==> config.mk <==
export PLATFORM = sky130hd
export DESIGN_NAME = atpr_sqrt
export DESIGN_NICKNAME = d
export VERILOG_FILES = /design/src/rtl/atpr_pkg.sv /design/src/rtl/atpr_sqrt.sv
export SDC_FILE = /design/constraint.sdc
export NUM_CORES = 2
export LEC_CHECK = 0
export BUFFER_PORTS_ARGS = -buffer_cell sky130_fd_sc_hd__buf_2
export CAP_MARGIN = 20
export CORE_MARGIN = 10
export CORE_UTILIZATION = 50
export DETAILED_ROUTE_END_ITERATION = 16
export PLACE_DENSITY_LB_ADDON = 0.25
export SLEW_MARGIN = 40
export SYNTH_ARGS = -nofsm -noshare
export SYNTH_HDL_FRONTEND = slang
export SYNTH_SLANG_ARGS = --single-unit
==> constraint.sdc <==
create_clock -name clk_i -period 3.46 [get_ports clk_i]
set_input_delay 0.346 -clock clk_i [delete_from_list [all_inputs] [get_ports clk_i]]
set_output_delay 0.346 -clock clk_i [all_outputs]
set_load 0.02 [all_outputs]
==> src/rtl/atpr_pkg.sv <==
// ----------------------------------------------------------------------------
// atpr_pkg
// Shared constants, widths and the arctangent table for the tilt pipeline.
// ----------------------------------------------------------------------------
package atpr_pkg;

  // CORDIC iteration count, capped at the table length
  localparam int CORDIC_STEPS = 16;
  localparam int TabLen       = 24;
  localparam int CordicN      = (CORDIC_STEPS > TabLen) ? TabLen : CORDIC_STEPS;

  // datapath widths
  localparam int XW      = 38;  // CORDIC x/y
  localparam int AW      = 26;  // angle, 2^-15 degree units
  localparam int SqInW   = 28;  // sum of squares
  localparam int RootW   = 30;  // isqrt(v << 32)
  localparam int RemW    = 62;  // square root remainder
  localparam int SqrtLat = RootW;

  // scale and angle constants
  localparam logic signed [18:0] ACC_K     = 19'sd160672;
  localparam logic signed [AW-1:0] HALF_TURN = 26'sd5898240;
  localparam int PITCH_LIM = 23040;
  localparam int ROLL_LIM  = 11520;

  // pipeline depth in register stages, input stage through result register
  localparam int LAST = 3 + SqrtLat + CordicN;

  localparam logic [20:0] ATAN_TAB [TabLen] = '{
    21'd1474560, 21'd870484, 21'd459940, 21'd233473, 21'd117189, 21'd58652,
    21'd29333,   21'd14667,  21'd7334,   21'd3667,   21'd1833,   21'd917,
    21'd458,     21'd229,    21'd115,    21'd57,     21'd29,     21'd14,
    21'd7,       21'd4,      21'd2,      21'd1,      21'd0,      21'd0
  };

endpackage

==> src/rtl/atpr_sqrt.sv <==
// ----------------------------------------------------------------------------
// atpr_sqrt
// Pipelined digit-by-digit square root: floor(sqrt(v << 32)), one bit a stage.
// ----------------------------------------------------------------------------
module atpr_sqrt
  import atpr_pkg::*;
(
  input  logic             clk_i,
  input  logic             en_i,
  input  logic [SqInW-1:0] v_i,
  output logic [RootW-1:0] root_o
);

  logic [RemW-1:0]  rem_q  [RootW];
  logic [RootW-1:0] root_q [RootW];

  for (genvar j = 0; j < RootW; j++) begin : g_stage
    localparam int K = RootW - 1 - j;
    logic [RemW-1:0]  rem_src;
    logic [RootW-1:0] root_src;
    logic [RemW-1:0]  trial;

    if (j == 0) begin : g_first
      assign rem_src  = {{(RemW - SqInW - 32){1'b0}}, v_i, 32'd0};
      assign root_src = '0;
    end else begin : g_next
      assign rem_src  = rem_q[j-1];
      assign root_src = root_q[j-1];
    end

    // (q + 2^k)^2 - q^2
    assign trial = ({{(RemW - RootW){1'b0}}, root_src} << (K + 1))
                 + ({{(RemW - 1){1'b0}}, 1'b1} << (2 * K));

    always_ff @(posedge clk_i) begin
      if (en_i) begin
        if (rem_src >= trial) begin
          rem_q[j]  <= rem_src - trial;
          root_q[j] <= root_src | (RootW'(1) << K);
        end else begin
          rem_q[j]  <= rem_src;
          root_q[j] <= root_src;
        end
      end
    end
  end

  assign root_o = root_q[RootW-1];

endmodule

### Word level (Yosys, flattened, before mapping)

Memories as Yosys holds them, arrays and structs flattened.
Cells that the tools add are included.
W data, S select, Z words.

| operators by class | value |
|---|---|
| add/subtract/negate cells | 59 |
| magnitude comparators | 30 |
| muxes and demuxes | 240 |
| bitwise operators | 60 |

Operator list:

| kind | number |
|---|---|
| $mux W62 | 30 |
| $mux W30 | 30 |
| $mux W1 | 180 |
| $ge A62 B32 Y1 | 1 |
| $ge A62 B33 Y1 | 1 |
| $ge A62 B34 Y1 | 1 |
| $ge A62 B35 Y1 | 1 |
| $ge A62 B36 Y1 | 1 |
| $ge A62 B37 Y1 | 1 |
| $ge A62 B38 Y1 | 1 |
| $ge A62 B39 Y1 | 1 |
| $ge A62 B40 Y1 | 1 |
| $ge A62 B41 Y1 | 1 |
| $ge A62 B42 Y1 | 1 |
| $ge A62 B43 Y1 | 1 |
| $ge A62 B44 Y1 | 1 |
| $ge A62 B45 Y1 | 1 |
| $ge A62 B46 Y1 | 1 |
| $ge A62 B47 Y1 | 1 |
| $ge A62 B48 Y1 | 1 |
| $ge A62 B49 Y1 | 1 |
| $ge A62 B50 Y1 | 1 |
| $ge A62 B51 Y1 | 1 |
| $ge A62 B52 Y1 | 1 |
| 69 further kinds | 128 |

| storage, ports and cells | value |
|---|---|
| register bits after elaboration | 0 |
| bits in writable memories | 2760 |
| output and inout port bits | 30 |
| logic and storage cells | 391 |
| memories kept | 2 |

Memory list:

| name | words | width | rd ports | clocked after Yosys merged registers in | wr ports | RTL line | RTL |
|---|---|---|---|---|---|---|---|
| rem_q | 30 | 62 | 29 | 0 | 30 | atpr_sqrt.sv:14 | `logic [RemW-1:0] rem_q [RootW];` |
| root_q | 30 | 30 | 30 | 0 | 30 | atpr_sqrt.sv:15 | `logic [RootW-1:0] root_q [RootW];` |

### Longest topological paths before layout

An unclocked memory read counts as a cell.

| logic depth | value |
|---|---|
| depth in word-level cells | 7 |
| mapped depth | 15 |
| depth with buffers taken out | 14 |

### Worst setup path after synthesis

Ideal clock, no wire load.

| timing path | value |
|---|---|
| path type | input -> register |
| from | input en_i |
| to | memory rem_q[28][3] (netlist: rem_q[1][747]), enable pin |
| library setup time | 0.478 ns |
| arrival | 3.295 ns |
| path slack | -0.313 ns |
| stages on the path | 3 |
| cell sequence | clkbuf_1 clkbuf_1 clkbuf_1 |

RTL lines:

| what | RTL line | RTL |
|---|---|---|
| start: declaration | atpr_sqrt.sv:9 | `input logic en_i,` |
| end: declaration | atpr_sqrt.sv:14 |  |

==> impl_results.md <==
- Async set or reset register ratio after synthesis: 0
- Gr usage total: 0.194
- Most congested layer reported by global routing: met2
- Worst R2R End: rem_q[1][666]
- Sw Ratio: 0.298
- Post-route ant nets: 0
- Area growth from synthesis to layout: 16.9%
- GR Overflow Total: 0
- Commonest non-fill, non-tap cell in the layout: edfxtp_1
- DRC: 0
- Post-synth design cell area: 0.0836 mm2
- Reg2reg path depth: 11
- RSZ-0062 raised after global routing: yes
- Dpl ws: -479 ps
- Total power: 59,100 uW
- Grt met1 use: 0.265
- Sink Count: 1,559
- Initial DRC Count: 4,633
- Die Area: 0.184 mm2
- Antenna violations before repair: 1
- YS warnings: 0
- Fin. Hold Viols: 0
- Worst path required time: 4020 ps
- Post-synth top flop: edfxtp_1
- First-pass GRT wire length: 295,000 um
- Failing checks: setup timing
- Initial Utilization: 0.502
- Grt met2 use: 0.324
- Worst path slowest cell: edfxtp_1
- FF-to-FF Start: rem_q[1][566]
- HPWL Detailed: 134,000 um
- Maximum vdd drop: 0.715 mV
- P per Cell Area: 604 mW/mm2
- P_leak: 0.0380 uW
- Max incr delay on CP: 410 ps
- Final setup violation count: 1
- Commonest non-fill, non-tap cells in the layout: edfxtp_1, inv_1, nand2_1
- Worst slew pin tran: 797 ps
- CP arrival: 4070 ps
- IO Port Bufs: 59
- Startpoint Class: flop
- CTS tree: built
- Final net count: 8,432
- Cells after Synth: 7,337
- CTS buffer count: 169
- Row count: 150
- Hold path depth: 2
- Detailed-route wire length per cell: 18.0 um
- Synthesis-stage register bit count: 1,559
- Post-Syn Nets: 7,844
- Net Sw Power: 17,600 uW
- Clk buf depth: 3
- Number of global-route vias before repair: 56,000
- Sequential share of the synthesized area: 0.560
- Crit path cell chain: ha_2, fa_2, a211oi_4, nor4_2, or2_4, o2111ai_4, and4_4, o32ai_4, or3_4, or3_4, xnor2_1
- Synth Area per Inst: 11.4 um2
- Crit path launch: rem_q[1][566]
- Die width: 429 um
- CP Capture Type: flop
- Boundary Pins: 60
- Clock skew: 46.6 ps
- Largest net degree at the start of global routing: 171
- Max_slew headroom: 0.469
- Crit path max fanout: 4
- Pint: 41,400 uW
- Vias per cell: 5.62
- Unique cell type count in the Yosys netlist: 99
- Number of H-tree levels: 4
- Part of the power in the clock network: 0.312
- Worst reg-to-reg setup slack: -50 ps
- Setup ws final: -47.3 ps
- Fill count: 13,500
- DRT Pass-1 Iters: 6
- Max-slew violations: 0
- Crit path time final: 3510 ps
- Worst-path clk slew: 60 ps
- Final Cycle Share: 1.01
- Critical path capture point: rem_q[1][666]
- Gate power share: 0.246
- Gpl congestion: 0.882
- N_diodes: 0
- Latest clock arrival within the worst-skew pair: 810 ps
- Core area: 0.167 mm2
- Share of layout cells above drive strength 1: 0.145
- Worst hold-check path type: primary input to flop
- Grt met3 use: 0.0261
- Critical path class: flop to flop
- Drt total wl: 185,000 um
- Maxcap violations: 0
- Die H: 429 um
- EDFF count, synth: 1,559
- Status: complete, but fails checks
- Sequential share of power: 0.443
- CP most frequent cell: or3_4
- Fmax: 0.285 GHz
- CTS root buf: clkbuf_16
- Via count: 57,700
## per-layer routing
metal / vias up / share of wire
met5: - / 0
met4: 0 / 0.024
met3: 321 / 0.045
met2: 1297 / 0.48
met1: 27900 / 0.45
li1: 28200 / -
## worst min path at each step
stage / start / endpoint / slack (ps)
after floorplan: rem_q[0][218] / rem_q[0][280] / 420
after global placement: root_q[1][361] / root_q[1][391] / 430
after detailed placement: rem_q[0][96] / rem_q[0][158] / 430
after CTS: v_i[12] / rem_q[0][44] / 180
after global routing: v_i[16] / rem_q[0][48] / 210
final: v_i[16] / rem_q[0][48] / 250
## timing repair
item	CTS	global route
hold endpoints to repair	48	0
hold buffers	29	0
gates resized for setup	96	223
gates cloned	2	3
endpoints found under the setup margin	221	412
buffers inserted	12	39
pin swaps	28	86
## cells in the mapped netlist, types with 165 or more instances
cell | number | area, um2
xor2_1 | 414 | 3630
xnor2_1 | 349 | 3060
ha_1 | 462 | 5780
nand2_1 | 568 | 2130
nor3_1 | 235 | 1180
a21oi_1 | 369 | 1850
nor4_1 | 165 | 1030
o21ai_0 | 502 | 2510
inv_1 | 597 | 2240
edfxtp_1 | 1559 | 46800
nor2_1 | 463 | 1740
a21o_1 | 183 | 1370
## stage by stage
step | std cells | instance area [um2] | utilization | setup TNS (ps) | hold WS, ps
final | 10300 | 97800 | 0.587 | -47.3 | 247
after global routing | 10300 | 97800 | 0.587 | -1610 | 211
after CTS | 10200 | 96200 | 0.578 | 0 | 184
after detailed placement | 9874 | 89700 | 0.538 | -24430 | 429
after global placement | 9873 | 89700 | 0.538 | -16420 | 429
after floorplan | 7337 | 83600 | - | 0 | 417
## worst max-delay path, delay by kind of cell, from the launching register on
kind	cells	cell delay (ps)
and+or+nand+nor	5	1440
AOI/OAI and AO/OA	3	680
adders and majority gates	2	600
DFF	1	410
xor gates and xnor gates	1	120
## kinds of logic after synthesis
kind of cell / count (synthesis) / synth area share
compound gates: 1501 / 0.112
xor+xnor: 763 / 0.0799
fa+ha+maj: 477 / 0.0727
buf+inv: 785 / 0.0360
flops: 1559 / 0.560
mux: 52 / 0.00690
simple gates: 2200 / 0.133
## layout make-up
class / count / area (um2) / area share
Tap cell: 2204 / 2760 / 0.0282
Multi-Input combinational cell: 4995 / 35400 / 0.362
Timing Repair Buffer: 601 / 4870 / 0.0498
Clock inverter: 105 / 1300 / 0.0133
Inverter: 599 / 2250 / 0.0230
Sequential cell: 1559 / 46800 / 0.479
Clock buffer: 202 / 4370 / 0.0447
## state kept, by name (all words and copies together), names as in the netlist
signal  cells
root_q    465
rem_q    1094
## power by group through the flow
| stage | clock (uW) | combinational [uW] | sequential [uW] |
|---|---|---|---|
| 2_1_floorplan | 0 | 9720 | 25700 |
| 3_3_place_gp | 0 | 13300 | 26500 |
| 3_5_place_dp | 0 | 13500 | 26500 |
| 4_1_cts | 18800 | 13900 | 26100 |
| 5_1_grt | 19600 | 16100 | 26400 |
| 6_report | 18400 | 14500 | 26100 |
Note: power is estimated with default switching activity, not from simulation.
